<file path="src/rtl/core/hla_pkg.sv">
// Shared types and constants for the HSL lightness adjust core.
// No dependencies.
package hla_pkg;

	localparam int DIV_STAGES  = 8;
	localparam int RECIP_SHIFT = 34;
	localparam logic [21:0] RECIP_M = 22'd2245735; // ceil(2^34 / 7650)

	typedef struct packed {
		logic [15:0] num;
		logic [7:0]  den;
	} div_lane_t;

	typedef struct packed {
		logic [7:0] ladj;
		logic       grey;
	} hla_side_t;

endpackage

</file>
<file path="src/rtl/core/hla_div.sv">
// Two-lane restoring divider, one quotient bit per pipeline stage.
// Depends on hla_pkg.
module hla_div import hla_pkg::*; (
	input  logic       clk,
	input  logic       arst_n,
	input  logic       in_valid,
	input  div_lane_t  lane_a,
	input  div_lane_t  lane_b,
	input  hla_side_t  side_in,
	output logic       out_valid,
	output logic [7:0] quo_a,
	output logic [7:0] quo_b,
	output hla_side_t  side_out
);

	logic [DIV_STAGES:0] vld;
	logic [15:0] rem_a [DIV_STAGES+1];
	logic [15:0] rem_b [DIV_STAGES+1];
	logic [7:0]  den_a [DIV_STAGES+1];
	logic [7:0]  den_b [DIV_STAGES+1];
	logic [7:0]  qa    [DIV_STAGES+1];
	logic [7:0]  qb    [DIV_STAGES+1];
	hla_side_t   side  [DIV_STAGES+1];

	always_comb begin
		vld[0]   = in_valid;
		rem_a[0] = lane_a.num;
		rem_b[0] = lane_b.num;
		den_a[0] = lane_a.den;
		den_b[0] = lane_b.den;
		qa[0]    = 8'd0;
		qb[0]    = 8'd0;
		side[0]  = side_in;
	end

	for (genvar i = 0; i < DIV_STAGES; i++) begin : g_stage
		logic [15:0] trial_a, trial_b;
		logic        take_a, take_b;
		always_comb begin
			trial_a = 16'(den_a[i]) << (DIV_STAGES - 1 - i);
			trial_b = 16'(den_b[i]) << (DIV_STAGES - 1 - i);
			take_a  = rem_a[i] >= trial_a;
			take_b  = rem_b[i] >= trial_b;
		end
		always_ff @(posedge clk or negedge arst_n) begin
			if (!arst_n) begin
				vld[i+1] <= 1'b0;
			end else begin
				vld[i+1] <= vld[i];
			end
		end
		always_ff @(posedge clk) begin
			rem_a[i+1] <= take_a ? rem_a[i] - trial_a : rem_a[i];
			rem_b[i+1] <= take_b ? rem_b[i] - trial_b : rem_b[i];
			den_a[i+1] <= den_a[i];
			den_b[i+1] <= den_b[i];
			qa[i+1]    <= {qa[i][6:0], take_a};
			qb[i+1]    <= {qb[i][6:0], take_b};
			side[i+1]  <= side[i];
		end
	end

	assign out_valid = vld[DIV_STAGES];
	assign quo_a     = qa[DIV_STAGES];
	assign quo_b     = qb[DIV_STAGES];
	assign side_out  = side[DIV_STAGES];

endmodule

</file>
<file path="src/rtl/core/hsl_lightness_adjust_core.sv">
// Top level of the HSL lightness adjust core: RGB -> HSL, lightness offset, HSL -> RGB.
// Depends on hla_pkg and hla_div.
//
//  channel   | signals                                   | transfer when
//  ----------+-------------------------------------------+------------------------
//  pixel in  | start, busy, red_in, green_in, blue_in    | start high, busy low
//  pixel out | done, red_out, green_out, blue_out        | done high (one cycle)
//  config    | lightness_offset_we, lightness_offset     | lightness_offset_we high
//
// One pixel enters every cycle; busy is never raised. The pipeline stages are
// one forward stage, eight divider stages (hue and saturation in parallel),
// then the p/q stage, the channel numerator stage and the reciprocal stage.
// Reset clears the valid bits and the offset register. The receiver cannot
// stall, so results leave on done without any holding stage.
module hsl_lightness_adjust_core import hla_pkg::*; (
	input  logic              clk,
	input  logic              arst_n,
	input  logic              start,
	output logic              busy,
	input  logic [7:0]        red_in,
	input  logic [7:0]        green_in,
	input  logic [7:0]        blue_in,
	input  logic              lightness_offset_we,
	input  logic signed [8:0] lightness_offset,
	output logic              done,
	output logic [7:0]        red_out,
	output logic [7:0]        green_out,
	output logic [7:0]        blue_out
);

	// Blend weight of a hue position: ramp up, flat top, ramp down, flat bottom.
	function automatic logic [4:0] blend_coef(input logic [7:0] t);
		logic [7:0] c;
		if (t < 8'd30)       c = t;
		else if (t < 8'd90)  c = 8'd30;
		else if (t < 8'd120) c = 8'd120 - t;
		else                 c = 8'd0;
		return c[4:0];
	endfunction

	logic signed [8:0] offset_q;

	always_ff @(posedge clk or negedge arst_n) begin
		if (!arst_n) begin
			offset_q <= 9'sd0;
		end else if (lightness_offset_we) begin
			offset_q <= lightness_offset;
		end
	end

	assign busy = 1'b0;

	// Forward conversion
	logic [7:0]  mx, mn, d, den;
	logic [8:0]  sum;
	logic signed [17:0] hnum_wide;
	logic signed [10:0] l_sum;
	logic [7:0]  l_adj;
	logic        valid_s1;
	div_lane_t   hue_s1, sat_s1;
	hla_side_t   side_s1;

	always_comb begin
		mx = red_in;
		if (green_in > mx) mx = green_in;
		if (blue_in > mx)  mx = blue_in;
		mn = red_in;
		if (green_in < mn) mn = green_in;
		if (blue_in < mn)  mn = blue_in;
		d   = mx - mn;
		sum = 9'(mx) + 9'(mn);
		den = (sum <= 9'd255) ? sum[7:0] : 8'(9'd510 - sum);
		if (red_in == mx) begin
			hnum_wide = 18'sd30 * (18'(signed'({1'b0, green_in})) - 18'(signed'({1'b0, blue_in})));
			if (hnum_wide < 0) hnum_wide = hnum_wide + 18'sd180 * 18'(signed'({1'b0, d}));
		end else if (green_in == mx) begin
			hnum_wide = 18'sd30 * (18'(signed'({1'b0, blue_in})) - 18'(signed'({1'b0, red_in})))
				+ 18'sd60 * 18'(signed'({1'b0, d}));
		end else begin
			hnum_wide = 18'sd30 * (18'(signed'({1'b0, red_in})) - 18'(signed'({1'b0, green_in})))
				+ 18'sd120 * 18'(signed'({1'b0, d}));
		end
		// clamp the adjusted lightness to 0..255
		l_sum = 11'(signed'({1'b0, sum[8:1]})) + 11'(offset_q);
		if (l_sum < 0)              l_adj = 8'd0;
		else if (l_sum > 11'sd255)  l_adj = 8'd255;
		else                        l_adj = l_sum[7:0];
	end

	always_ff @(posedge clk or negedge arst_n) begin
		if (!arst_n) begin
			valid_s1 <= 1'b0;
		end else begin
			valid_s1 <= start;
		end
	end

	always_ff @(posedge clk) begin
		hue_s1.num   <= hnum_wide[15:0];
		hue_s1.den   <= d;
		sat_s1.num   <= 16'(d) * 16'd255;
		sat_s1.den   <= den;
		side_s1.ladj <= l_adj;
		side_s1.grey <= (d == 8'd0);
	end

	// Hue and saturation division
	logic       valid_dv;
	logic [7:0] hue_dv, sat_dv;
	hla_side_t  side_dv;

	hla_div u_div (
		.clk       (clk),
		.arst_n    (arst_n),
		.in_valid  (valid_s1),
		.lane_a    (hue_s1),
		.lane_b    (sat_s1),
		.side_in   (side_s1),
		.out_valid (valid_dv),
		.quo_a     (hue_dv),
		.quo_b     (sat_dv),
		.side_out  (side_dv)
	);

	// p and q numerators over 65025, and hue positions of the three channels
	logic [17:0] qn, pn;
	logic [15:0] ls;
	logic [7:0]  l, t_r, t_b;
	logic [15:0] pn_s10, diff_s10;
	logic [4:0]  c_s10 [3];
	hla_side_t   side_s10;
	logic        valid_s10;

	always_comb begin
		l  = side_dv.ladj;
		ls = 16'(l) * 16'(sat_dv);
		if (l <= 8'd127) qn = 18'(l) * (18'd255 + 18'(sat_dv));
		else             qn = 18'(l) * 18'd255 + 18'(sat_dv) * 18'd255 - 18'(ls);
		pn  = 18'(l) * 18'd510 - qn;
		t_r = (hue_dv >= 8'd121) ? hue_dv - 8'd120 : hue_dv + 8'd60;
		t_b = (hue_dv < 8'd60) ? hue_dv + 8'd120 : hue_dv - 8'd60;
	end

	always_ff @(posedge clk or negedge arst_n) begin
		if (!arst_n) begin
			valid_s10 <= 1'b0;
		end else begin
			valid_s10 <= valid_dv;
		end
	end

	always_ff @(posedge clk) begin
		pn_s10   <= pn[15:0];
		diff_s10 <= 16'(qn - pn);
		c_s10[0] <= blend_coef(t_r);
		c_s10[1] <= blend_coef(hue_dv);
		c_s10[2] <= blend_coef(t_b);
		side_s10 <= side_dv;
	end

	// Channel numerators over 7650
	logic [20:0] num_s11 [3];
	hla_side_t   side_s11;
	logic        valid_s11;

	always_ff @(posedge clk or negedge arst_n) begin
		if (!arst_n) begin
			valid_s11 <= 1'b0;
		end else begin
			valid_s11 <= valid_s10;
		end
	end

	always_ff @(posedge clk) begin
		for (int k = 0; k < 3; k++) begin
			num_s11[k] <= 21'(pn_s10) * 21'd30 + 21'(diff_s10) * 21'(c_s10[k]);
		end
		side_s11 <= side_s10;
	end

	// Divide by 7650 through the reciprocal; a grey pixel takes the lightness
	logic [42:0] prod [3];
	logic [7:0]  ch_s12 [3];
	logic        valid_s12;
	logic        grey_s12;

	always_comb begin
		for (int k = 0; k < 3; k++) begin
			prod[k] = 43'(num_s11[k]) * 43'(RECIP_M);
		end
	end

	always_ff @(posedge clk or negedge arst_n) begin
		if (!arst_n) begin
			valid_s12 <= 1'b0;
		end else begin
			valid_s12 <= valid_s11;
		end
	end

	always_ff @(posedge clk) begin
		for (int k = 0; k < 3; k++) begin
			ch_s12[k] <= side_s11.grey ? side_s11.ladj
				: prod[k][RECIP_SHIFT+7:RECIP_SHIFT];
		end
		grey_s12 <= side_s11.grey;
	end

	assign done      = valid_s12;
	assign red_out   = ch_s12[0];
	assign green_out = ch_s12[1];
	assign blue_out  = ch_s12[2];

	// Checks
	a_no_drop: assert property (@(posedge clk) disable iff (!arst_n)
		valid_s10 |=> valid_s11 ##1 done)
		else $error("pixel lost in the back end");

	a_grey_equal: assert property (@(posedge clk) disable iff (!arst_n)
		(done && grey_s12) |-> (red_out == green_out && green_out == blue_out))
		else $error("grey pixel has unequal channels");

	a_coef_range: assert property (@(posedge clk) disable iff (!arst_n)
		valid_s10 |-> (c_s10[0] <= 5'd30 && c_s10[1] <= 5'd30 && c_s10[2] <= 5'd30))
		else $error("blend weight out of range");

endmodule

</file>
<file path="config.mk">
export PLATFORM = sky130hd
export DESIGN_NAME = hsl_lightness_adjust_core
export DESIGN_NICKNAME = d
export VERILOG_FILES = /design/src/rtl/core/hla_pkg.sv /design/src/rtl/core/hla_div.sv /design/src/rtl/core/hsl_lightness_adjust_core.sv
export SDC_FILE = /design/constraint.sdc
export NUM_CORES = 2
export LEC_CHECK = 0
export BUFFER_PORTS_ARGS = -buffer_cell sky130_fd_sc_hd__buf_2
export CAP_MARGIN = 20
export CORE_UTILIZATION = 25
export CTS_CLUSTER_SIZE = 20
export DETAILED_ROUTE_END_ITERATION = 10
export HOLD_SLACK_MARGIN = 0.15
export PLACE_DENSITY = 0.38
export REMOVE_ABC_BUFFERS = 1
export SYNTH_ARGS = -nofsm -noshare
export SYNTH_HDL_FRONTEND = slang
export SYNTH_SLANG_ARGS = --single-unit
</file>
<file path="constraint.sdc">
create_clock -name clk -period 14.8 [get_ports clk]
set_input_delay 0.74 -clock clk [delete_from_list [all_inputs] [get_ports clk]]
set_output_delay 0.74 -clock clk [all_outputs]
set_load 0.02 [all_outputs]
</file>
# ---- Yosys cells after proc, flatten, opt, wreduce, memory -nomap -nowiden
# Memory sizes are Yosys's and may differ from the RTL's.
# Index checks and enable logic that the tools add are counted.
dict set report word_totals {
  register_bits 608
  latchBits 0
  mem_bits_rw 102
  romBits 0
  input_bits 37
  output_inout_bits 26
  wordCells 223
  n_memories 3
}
# memory depth word_bits rd rd_clocked_by_memory_dff write_ports line_no
set mem_list {}
lappend mem_list {num_s11 3 21 3 0 3 hsl_lightness_adjust_core.sv:162} ;# logic [20:0] num_s11 [3];
lappend mem_list {ch_s12 3 8 3 0 3 hsl_lightness_adjust_core.sv:183} ;# logic [7:0] ch_s12 [3];
lappend mem_list {c_s10 3 5 3 0 3 hsl_lightness_adjust_core.sv:130} ;# logic [4:0] c_s10 [3];
dict set report classes {
  n_addsub 39
  multipliers 19
  div_mod_pow 0
  order_cmp 36
  n_eq_ne 2
  shifts 0
  mux 38
  n_bitwise 0
  n_reduce_logical 1
}
# operator count
set ops {}
lappend ops {{2-to-1 mux 16 bit} 18}
lappend ops {{multiplier 21 x 22 -> 42 bit (second input constant)} 3}
lappend ops {{2-to-1 mux 8 bit} 11}
lappend ops {{adder 21 bit} 3}
lappend ops {{multiplier 16 x 5 -> 21 bit} 3}
lappend ops {{< comparator 8 x 7 -> 1 bit (second input constant)} 6}
lappend ops {{multiplier 8 x 8 -> 16 bit (second input constant)} 3}
lappend ops {{subtractor 16 bit} 3}
lappend ops {{2-to-1 mux 5 bit} 9}
lappend ops {{multiplier 5 x 9 -> 14 bit (first input constant)} 3}
lappend ops {{adder 15 x 16 -> 16 bit} 2}
lappend ops {{greater-or-equal comparator 16 x 10 -> 1 bit} 2}
lappend ops {{greater-or-equal comparator 16 x 11 -> 1 bit} 2}
lappend ops {{greater-or-equal comparator 16 x 12 -> 1 bit} 2}
lappend ops {{greater-or-equal comparator 16 x 13 -> 1 bit} 2}
lappend ops {{greater-or-equal comparator 16 x 14 -> 1 bit} 2}
lappend ops {{greater-or-equal comparator 16 x 15 -> 1 bit} 2}
lappend ops {{greater-or-equal comparator 16 x 8 -> 1 bit} 2}
lappend ops {{greater-or-equal comparator 16 x 9 -> 1 bit} 2}
lappend ops {{subtractor 16 x 10 -> 16 bit} 2}
lappend ops {{subtractor 16 x 11 -> 16 bit} 2}
lappend ops {{subtractor 16 x 12 -> 16 bit} 2}
lappend ops {{subtractor 16 x 13 -> 16 bit} 2}
lappend ops {{subtractor 16 x 14 -> 16 bit} 2}
lappend ops {{33 further kinds} 45}

# ---- Logic depth before layout (Yosys ltp)
dict set report logic_depth {
  ltp_word 9
  depth_mapped 48
  mapped_depth_nobuf 45
}

# ---- Cells and area by module
# From an unflattened synthesis, not the netlist that was laid out.
dict set report hier_totals {
  cells_unflattened 7517
  area_unflattened_um2 71792.6
}
# module n_inst cells_per_inst area_each_um2 seq_area_each_um2
set modules_own_cells {}
lappend modules_own_cells {hsl_lightness_adjust_core 1 5754 53547.6 4369.2}
lappend modules_own_cells {hla_div 1 1763 18245.0 9809.4}

# ---- Worst setup path before layout
# Ideal clock, no wire load.
dict set report synth_path {
  path_kind {input port to flip-flop}
  start {input port green_in[2]}
  end {register u_div.rem_b, in the netlist sat_s1[23]}
  setup_time_ps 122
  arrival_ps 9173
  t_required_ps 14678
  setup_slack_ps 5504
  path_stages 40
  path_buffers 3
  cell_sequence {inv_1 -> ha_1 -> and3b_4 -> o211a_1 -> buf_6 -> o21ai_1 -> clkbuf_1 -> a21oi_1 -> ha_1 -> o21a_1 -> o2111ai_1 -> nand2_1 -> a21o_1 -> nand2_1 -> clkbuf_1 -> a21oi_1 -> ha_1 -> nor3b_1 -> [... 4 more ...] -> inv_1 -> fa_1 -> fa_1 -> inv_1 -> fa_1 -> fa_1 -> inv_1 -> ha_1 -> o21ai_0 -> a21boi_0 -> o21ai_0 -> a21boi_0 -> o21ai_0 -> nand2b_1 -> a21o_1 -> a21oi_1 -> o21ai_0 -> xnor2_1}
}
dict set report synth_via {
  elab_chain_len 6
  word_cells_on_any_way 10
  cone_classes {add/sub: 1; mul: 1; order compare: 4; mux: 4}
}
# item line_no
set synth_lines {}
lappend synth_lines {{start, declared} hsl_lightness_adjust_core.sv:21} ;# input logic [7:0] green_in,
lappend synth_lines {{> comparator 8 bit or < comparator 8 bit (tied branches)} {hsl_lightness_adjust_core.sv:65, hsl_lightness_adjust_core.sv:68}}
lappend synth_lines {{2-to-1 mux 8 bit (on tied branches)} {hsl_lightness_adjust_core.sv:65, hsl_lightness_adjust_core.sv:68}}
lappend synth_lines {{> comparator 8 bit or < comparator 8 bit (tied branches)} {hsl_lightness_adjust_core.sv:66, hsl_lightness_adjust_core.sv:69}}
lappend synth_lines {{2-to-1 mux 8 bit (on tied branches)} {hsl_lightness_adjust_core.sv:66, hsl_lightness_adjust_core.sv:69}}
lappend synth_lines {{subtractor 8 bit *} hsl_lightness_adjust_core.sv:70} ;# d = mx - mn;
lappend synth_lines {{named net d[3]} hsl_lightness_adjust_core.sv:54} ;# logic [7:0] mx, mn, d, den;
lappend synth_lines {{multiplier 8 x 8 -> 16 bit *} hsl_lightness_adjust_core.sv:101} ;# sat_s1.num <= 16'(d) * 16'd255;
lappend synth_lines {{end, declared} hla_div.sv:18} ;# logic [15:0] rem_b [DIV_STAGES+1];
# Mark *: on every way through the listed nets, which the timed path passes. The rest lies on a longest branch.
# A chain may end at the register's enable or synchronous reset.

# ---- Worst setup path in the final report
dict set report layout_path {
  start {input port green_in[1]}
  end {register u_div.rem_a, in the netlist hue_s1[22]}
}
dict set report layout_via {
  elab_chain_len 9
  word_cells_on_any_way 25
  cone_classes {add/sub: 6; mul: 5; order compare: 5; eq/ne: 2; mux: 7}
}
# item line_no
set layout_lines {}
lappend layout_lines {{> comparator 8 bit or < comparator 8 bit (tied branches)} {hsl_lightness_adjust_core.sv:65, hsl_lightness_adjust_core.sv:68}}
lappend layout_lines {{2-to-1 mux 8 bit (on tied branches)} {hsl_lightness_adjust_core.sv:65, hsl_lightness_adjust_core.sv:68}}
lappend layout_lines {{> comparator 8 bit or < comparator 8 bit (tied branches)} {hsl_lightness_adjust_core.sv:66, hsl_lightness_adjust_core.sv:69}}
lappend layout_lines {{2-to-1 mux 8 bit (on tied branches)} {hsl_lightness_adjust_core.sv:66, hsl_lightness_adjust_core.sv:69}}
lappend layout_lines {{subtractor 8 bit *} hsl_lightness_adjust_core.sv:70}
lappend layout_lines {{named net d[4]} hsl_lightness_adjust_core.sv:54}
lappend layout_lines {{multiplier 4 x 8 -> 12 bit or multiplier 6 x 8 -> 14 bit (tied branches)} {hsl_lightness_adjust_core.sv:78, hsl_lightness_adjust_core.sv:81, hsl_lightness_adjust_core.sv:75}}
lappend layout_lines {{adder 15 x 16 -> 16 bit (tied with other cells)} hsl_lightness_adjust_core.sv:81} ;# + 18'sd120 * 18'(signed'({1'b0, d}));
lappend layout_lines {{2-to-1 mux 16 bit (on tied branches)} {hsl_lightness_adjust_core.sv:76, hsl_lightness_adjust_core.sv:75}}
lappend layout_lines {{2-to-1 mux 16 bit *} hsl_lightness_adjust_core.sv:73} ;# if (red_in == mx) begin
lappend layout_lines {{named net hnum_wide[14]} hsl_lightness_adjust_core.sv:56} ;# logic signed [17:0] hnum_wide;
lappend layout_lines {{end, declared} hla_div.sv:17} ;# logic [15:0] rem_a [DIV_STAGES+1];
# Marks and branches as above.

==> summary.log <==
[status] status completed
[sta] final hold violation count 0
[drt] post-detailed-route wirelength per cell 15.5 um
[yosys] number of instances in the synthesized netlist 7,450
[yosys] most used flip-flop cell after synthesis sky130_fd_sc_hd__dfxtp_1
[floorplanning] Die Span Y 533 um
[critical_path] Critical Path Source Type input port
[hold_path] path class of the lowest-slack min-delay path flip-flop to flip-flop
[floorplanning] top-level port count 63
[clocking] depth of the CTS H-tree 3
[sta] Min Clock Period, post-route 10.33 ns
[sta] Final setup viols 0
[yosys] part of the Yosys area used for sequential elements 19.5%
[yosys] proportion of synthesized flip-flops having asynchronous set or reset 3.08%
[drt] vias per cell 4.22
[yosys] area of the mapped netlist 70,600 um^2
[clocking] CTS tree yes
[clocking] Max clock buf depth 3
[drt] count of nets left with antenna violations after detail routing 0
[sta] Worst-Margin Slew 1.08 ns
[sta] maximum frequency from static timing analysis 96.8 MHz
[cells_and_area] post-route cell area 78,200 um^2
[critical_path] slowest cell on the critical path sky130_fd_sc_hd__o21ai_1
[floorplanning] standard-cell rows 194
[drt] DRC violations left 0
[critical_path] crit path capture type flip-flop
[drt] top metal layer carrying routed signals met4
[yosys] Synth Register Bits 682
[grt] number of global-route vias before repair 51,200
[grt] antenna violations before repair 6
[floorplanning] Die Footprint 285,000 um^2
[place] total cell area at the placement stage 75,400 um^2
[cells_and_area] fraction of layout cells with a size suffix above 1 3.95%
[critical_path] arrival time reported for the critical path endpoint 10.84 ns
[job] Max-Cap Viols 0
[cells_and_area] Net count, final 9,654
[cells_and_area] leading cell types in the layout, fill and taps excluded sky130_fd_sc_hd__inv_1 (1,626), sky130_fd_sc_hd__ha_1 (1,256), sky130_fd_sc_hd__fa_1 (824), sky130_fd_sc_hd__dfxtp_1 (661), sky130_fd_sc_hd__nand2_1 (416)
[sta] Setup Skew 0.0387 ns
[drt] Detailed Routing Iterations Pass 1 5
[place] count of input and output buffers 61
[floorplanning] initial cell density of the core 25.2%
[sta] worst rel slew slack 27.8%
[cells_and_area] most common cell after layout, fill and taps aside sky130_fd_sc_hd__inv_1
[drt] met2 layer wire length in the routed design 82,700 um
[grt] aggregate global routing overflow 0
[grt] wire length of the first global-routing pass 282,000 um
[place] placer's final routability congestion estimate 0.840
[yosys] Avg Cell Area, Syn 9.48 um^2
[clocking] clock slew seen by the registers of the worst setup and hold paths 0.07 ns
[clocking] clock latency at the later pin of the worst-skew pair 0.68 ns
[drt] final WL 176,000 um
[sta] Final Slew Violations 0
[clocking] post-cts hold buffer count 2
[yosys] number of enable-type register cells in the synthesized netlist 0
[sta] part of the cycle the worst path needs 69.8%
[cells_and_area] Area growth, synth to finish 10.8%
[clocking] Post CTS Setup Buffer Count 0
[clocking] total clock buffers created by CTS 81
[grt] pin count of the biggest net entering global routing 27
[sta] setup total negative slack 0 ns
[critical_path] slowest cell delay on critical path 0.86 ns
[critical_path] worst path required time 15.31 ns
[critical_path] Top cell by count, worst path sky130_fd_sc_hd__ha_1
[yosys] count of different cell masters after synthesis 97
[floorplanning] Die X-Extent 533 um
[clocking] master cell of the clock root buffer sky130_fd_sc_hd__clkbuf_16
[critical_path] cell family with most CP delay compound AO/OA/AOI/OAI gates
[cells_and_area] total of fill cells in the finished design 29,800
[critical_path] CP Buf/Inv Count 6
[clocking] Clock Sinks 682
[place] Post-DP HPWL 150,000 um
[drt] violation count after the first detailed-route iteration 1,755
[drt] routed vias 47,800
[grt] total routing resource utilization after global routing 12.5%
[floorplanning] CORE AREA 280,000 um^2
[sta] unrepaired setup endpoints after global routing no
[yosys] synthesis warning total 0
[critical_path] Crit Path Max Fanout 15
[drt] wire length on met3 3250 um
[critical_path] worst setup path category input port to flip-flop
[drt] M1 WL 86,400 um
[clocking] cells resized by post-CTS repair 0
==> routing by layer <==
metal  vias up  global-route usage, %
met5         -                      0
met4         0                   2.78
met3       178                   1.11
met2       443                   21.4
met1     23100                   16.9
li1      24000                      -
==> state kept, by name, summed over array words and instances (netlist names), 15 cells and up <==
signal	flops
c_s10	15
hue_s1	22
u_div.den_b	51
u_div.den_a	49
diff_s10	15
u_div.qb	28
u_div.rem_a	105
sat_s1	23
pn_s10	16
u_div.side	63
u_div.rem_b	110
u_div.qa	28
num_s11	60
ch_s12	24
==> area by class of cell <==
type	instances	area (um^2)	share of cell area (%)
Tap cell	3724	4660	5.96
Clock buffer	108	2310	2.95
Antenna cell	3	7.51	0.00960
Clock inverter	38	489	0.626
Timing Repair Buffer	88	513	0.656
Multi-Input combinational cell	5049	50300	64.4
Inverter	1635	6140	7.85
Sequential cell	682	13800	17.6
==> cells by family after synthesis <==
| group | Yosys count | synth area share (%) |
|---|---|---|
| xor+xnor | 415 | 5.20 |
| other cells | 2 | 0.0106 |
| flops | 682 | 19.5 |
| compound gates | 1030 | 9.25 |
| simple gates | 1415 | 9.65 |
| buf+inv | 1727 | 9.29 |
| fa+ha+maj | 2080 | 45.6 |
| mux | 99 | 1.48 |
==> through the flow <==
step / hold WS (ns) / instances / worst slack (ns) / util (%)
global route: 0.274 / 11300 / 3.51 / 27.9
floorplan: 0.310 / 7366 / 5.57 / -
CTS: 0.254 / 11300 / 4.49 / 27.9
detailed placement: 0.312 / 11200 / 3.80 / 26.9
finish: 0.309 / 11300 / 4.47 / 27.9
global placement: 0.310 / 11200 / 3.91 / 26.9
==> worst paths after layout <==
kind                            depth (start not counted)                        end  slack, ns                       from
worst max-delay path                                   39         hue_s1[22]$_DFF_P_       4.47                green_in[1]
worst max register to register                         34       diff_s10[14]$_DFF_P_       4.86  u_div.side_out[2]$_DFF_P_
min in group asynchronous                               2    offset_q[7]$_DFFE_PN0P_       0.58                     arst_n
max in group asynchronous                               2  u_div.out_valid$_DFF_PN0_      13.90                     arst_n
worst min-delay path                                    0     u_div.quo_b[4]$_DFF_P_       0.31       u_div.qb[11]$_DFF_P_
worst min register to register                          0     u_div.quo_b[4]$_DFF_P_       0.31       u_div.qb[11]$_DFF_P_
==> cell usage after synthesis, types with 84 or more instances <==
cell type / n / area share [%]
sky130_fd_sc_hd__xnor2_1: 288 / 3.6
sky130_fd_sc_hd__xor2_1: 124 / 1.5
sky130_fd_sc_hd__clkbuf_1: 84 / 0.45
sky130_fd_sc_hd__o21ai_0: 241 / 1.7
sky130_fd_sc_hd__nor3_1: 84 / 0.60
sky130_fd_sc_hd__dfxtp_1: 661 / 19
sky130_fd_sc_hd__a21oi_1: 310 / 2.2
sky130_fd_sc_hd__and2_1: 139 / 1.2
sky130_fd_sc_hd__ha_1: 1256 / 22
sky130_fd_sc_hd__a21o_1: 135 / 1.4
sky130_fd_sc_hd__nor2_1: 383 / 2.0
sky130_fd_sc_hd__fa_1: 824 / 23
sky130_fd_sc_hd__inv_1: 1626 / 8.6
sky130_fd_sc_hd__nand2_1: 416 / 2.2
Power is not shown: default switching activity piles up to over one toggle a cycle in this logic, so the estimate is an artifact.
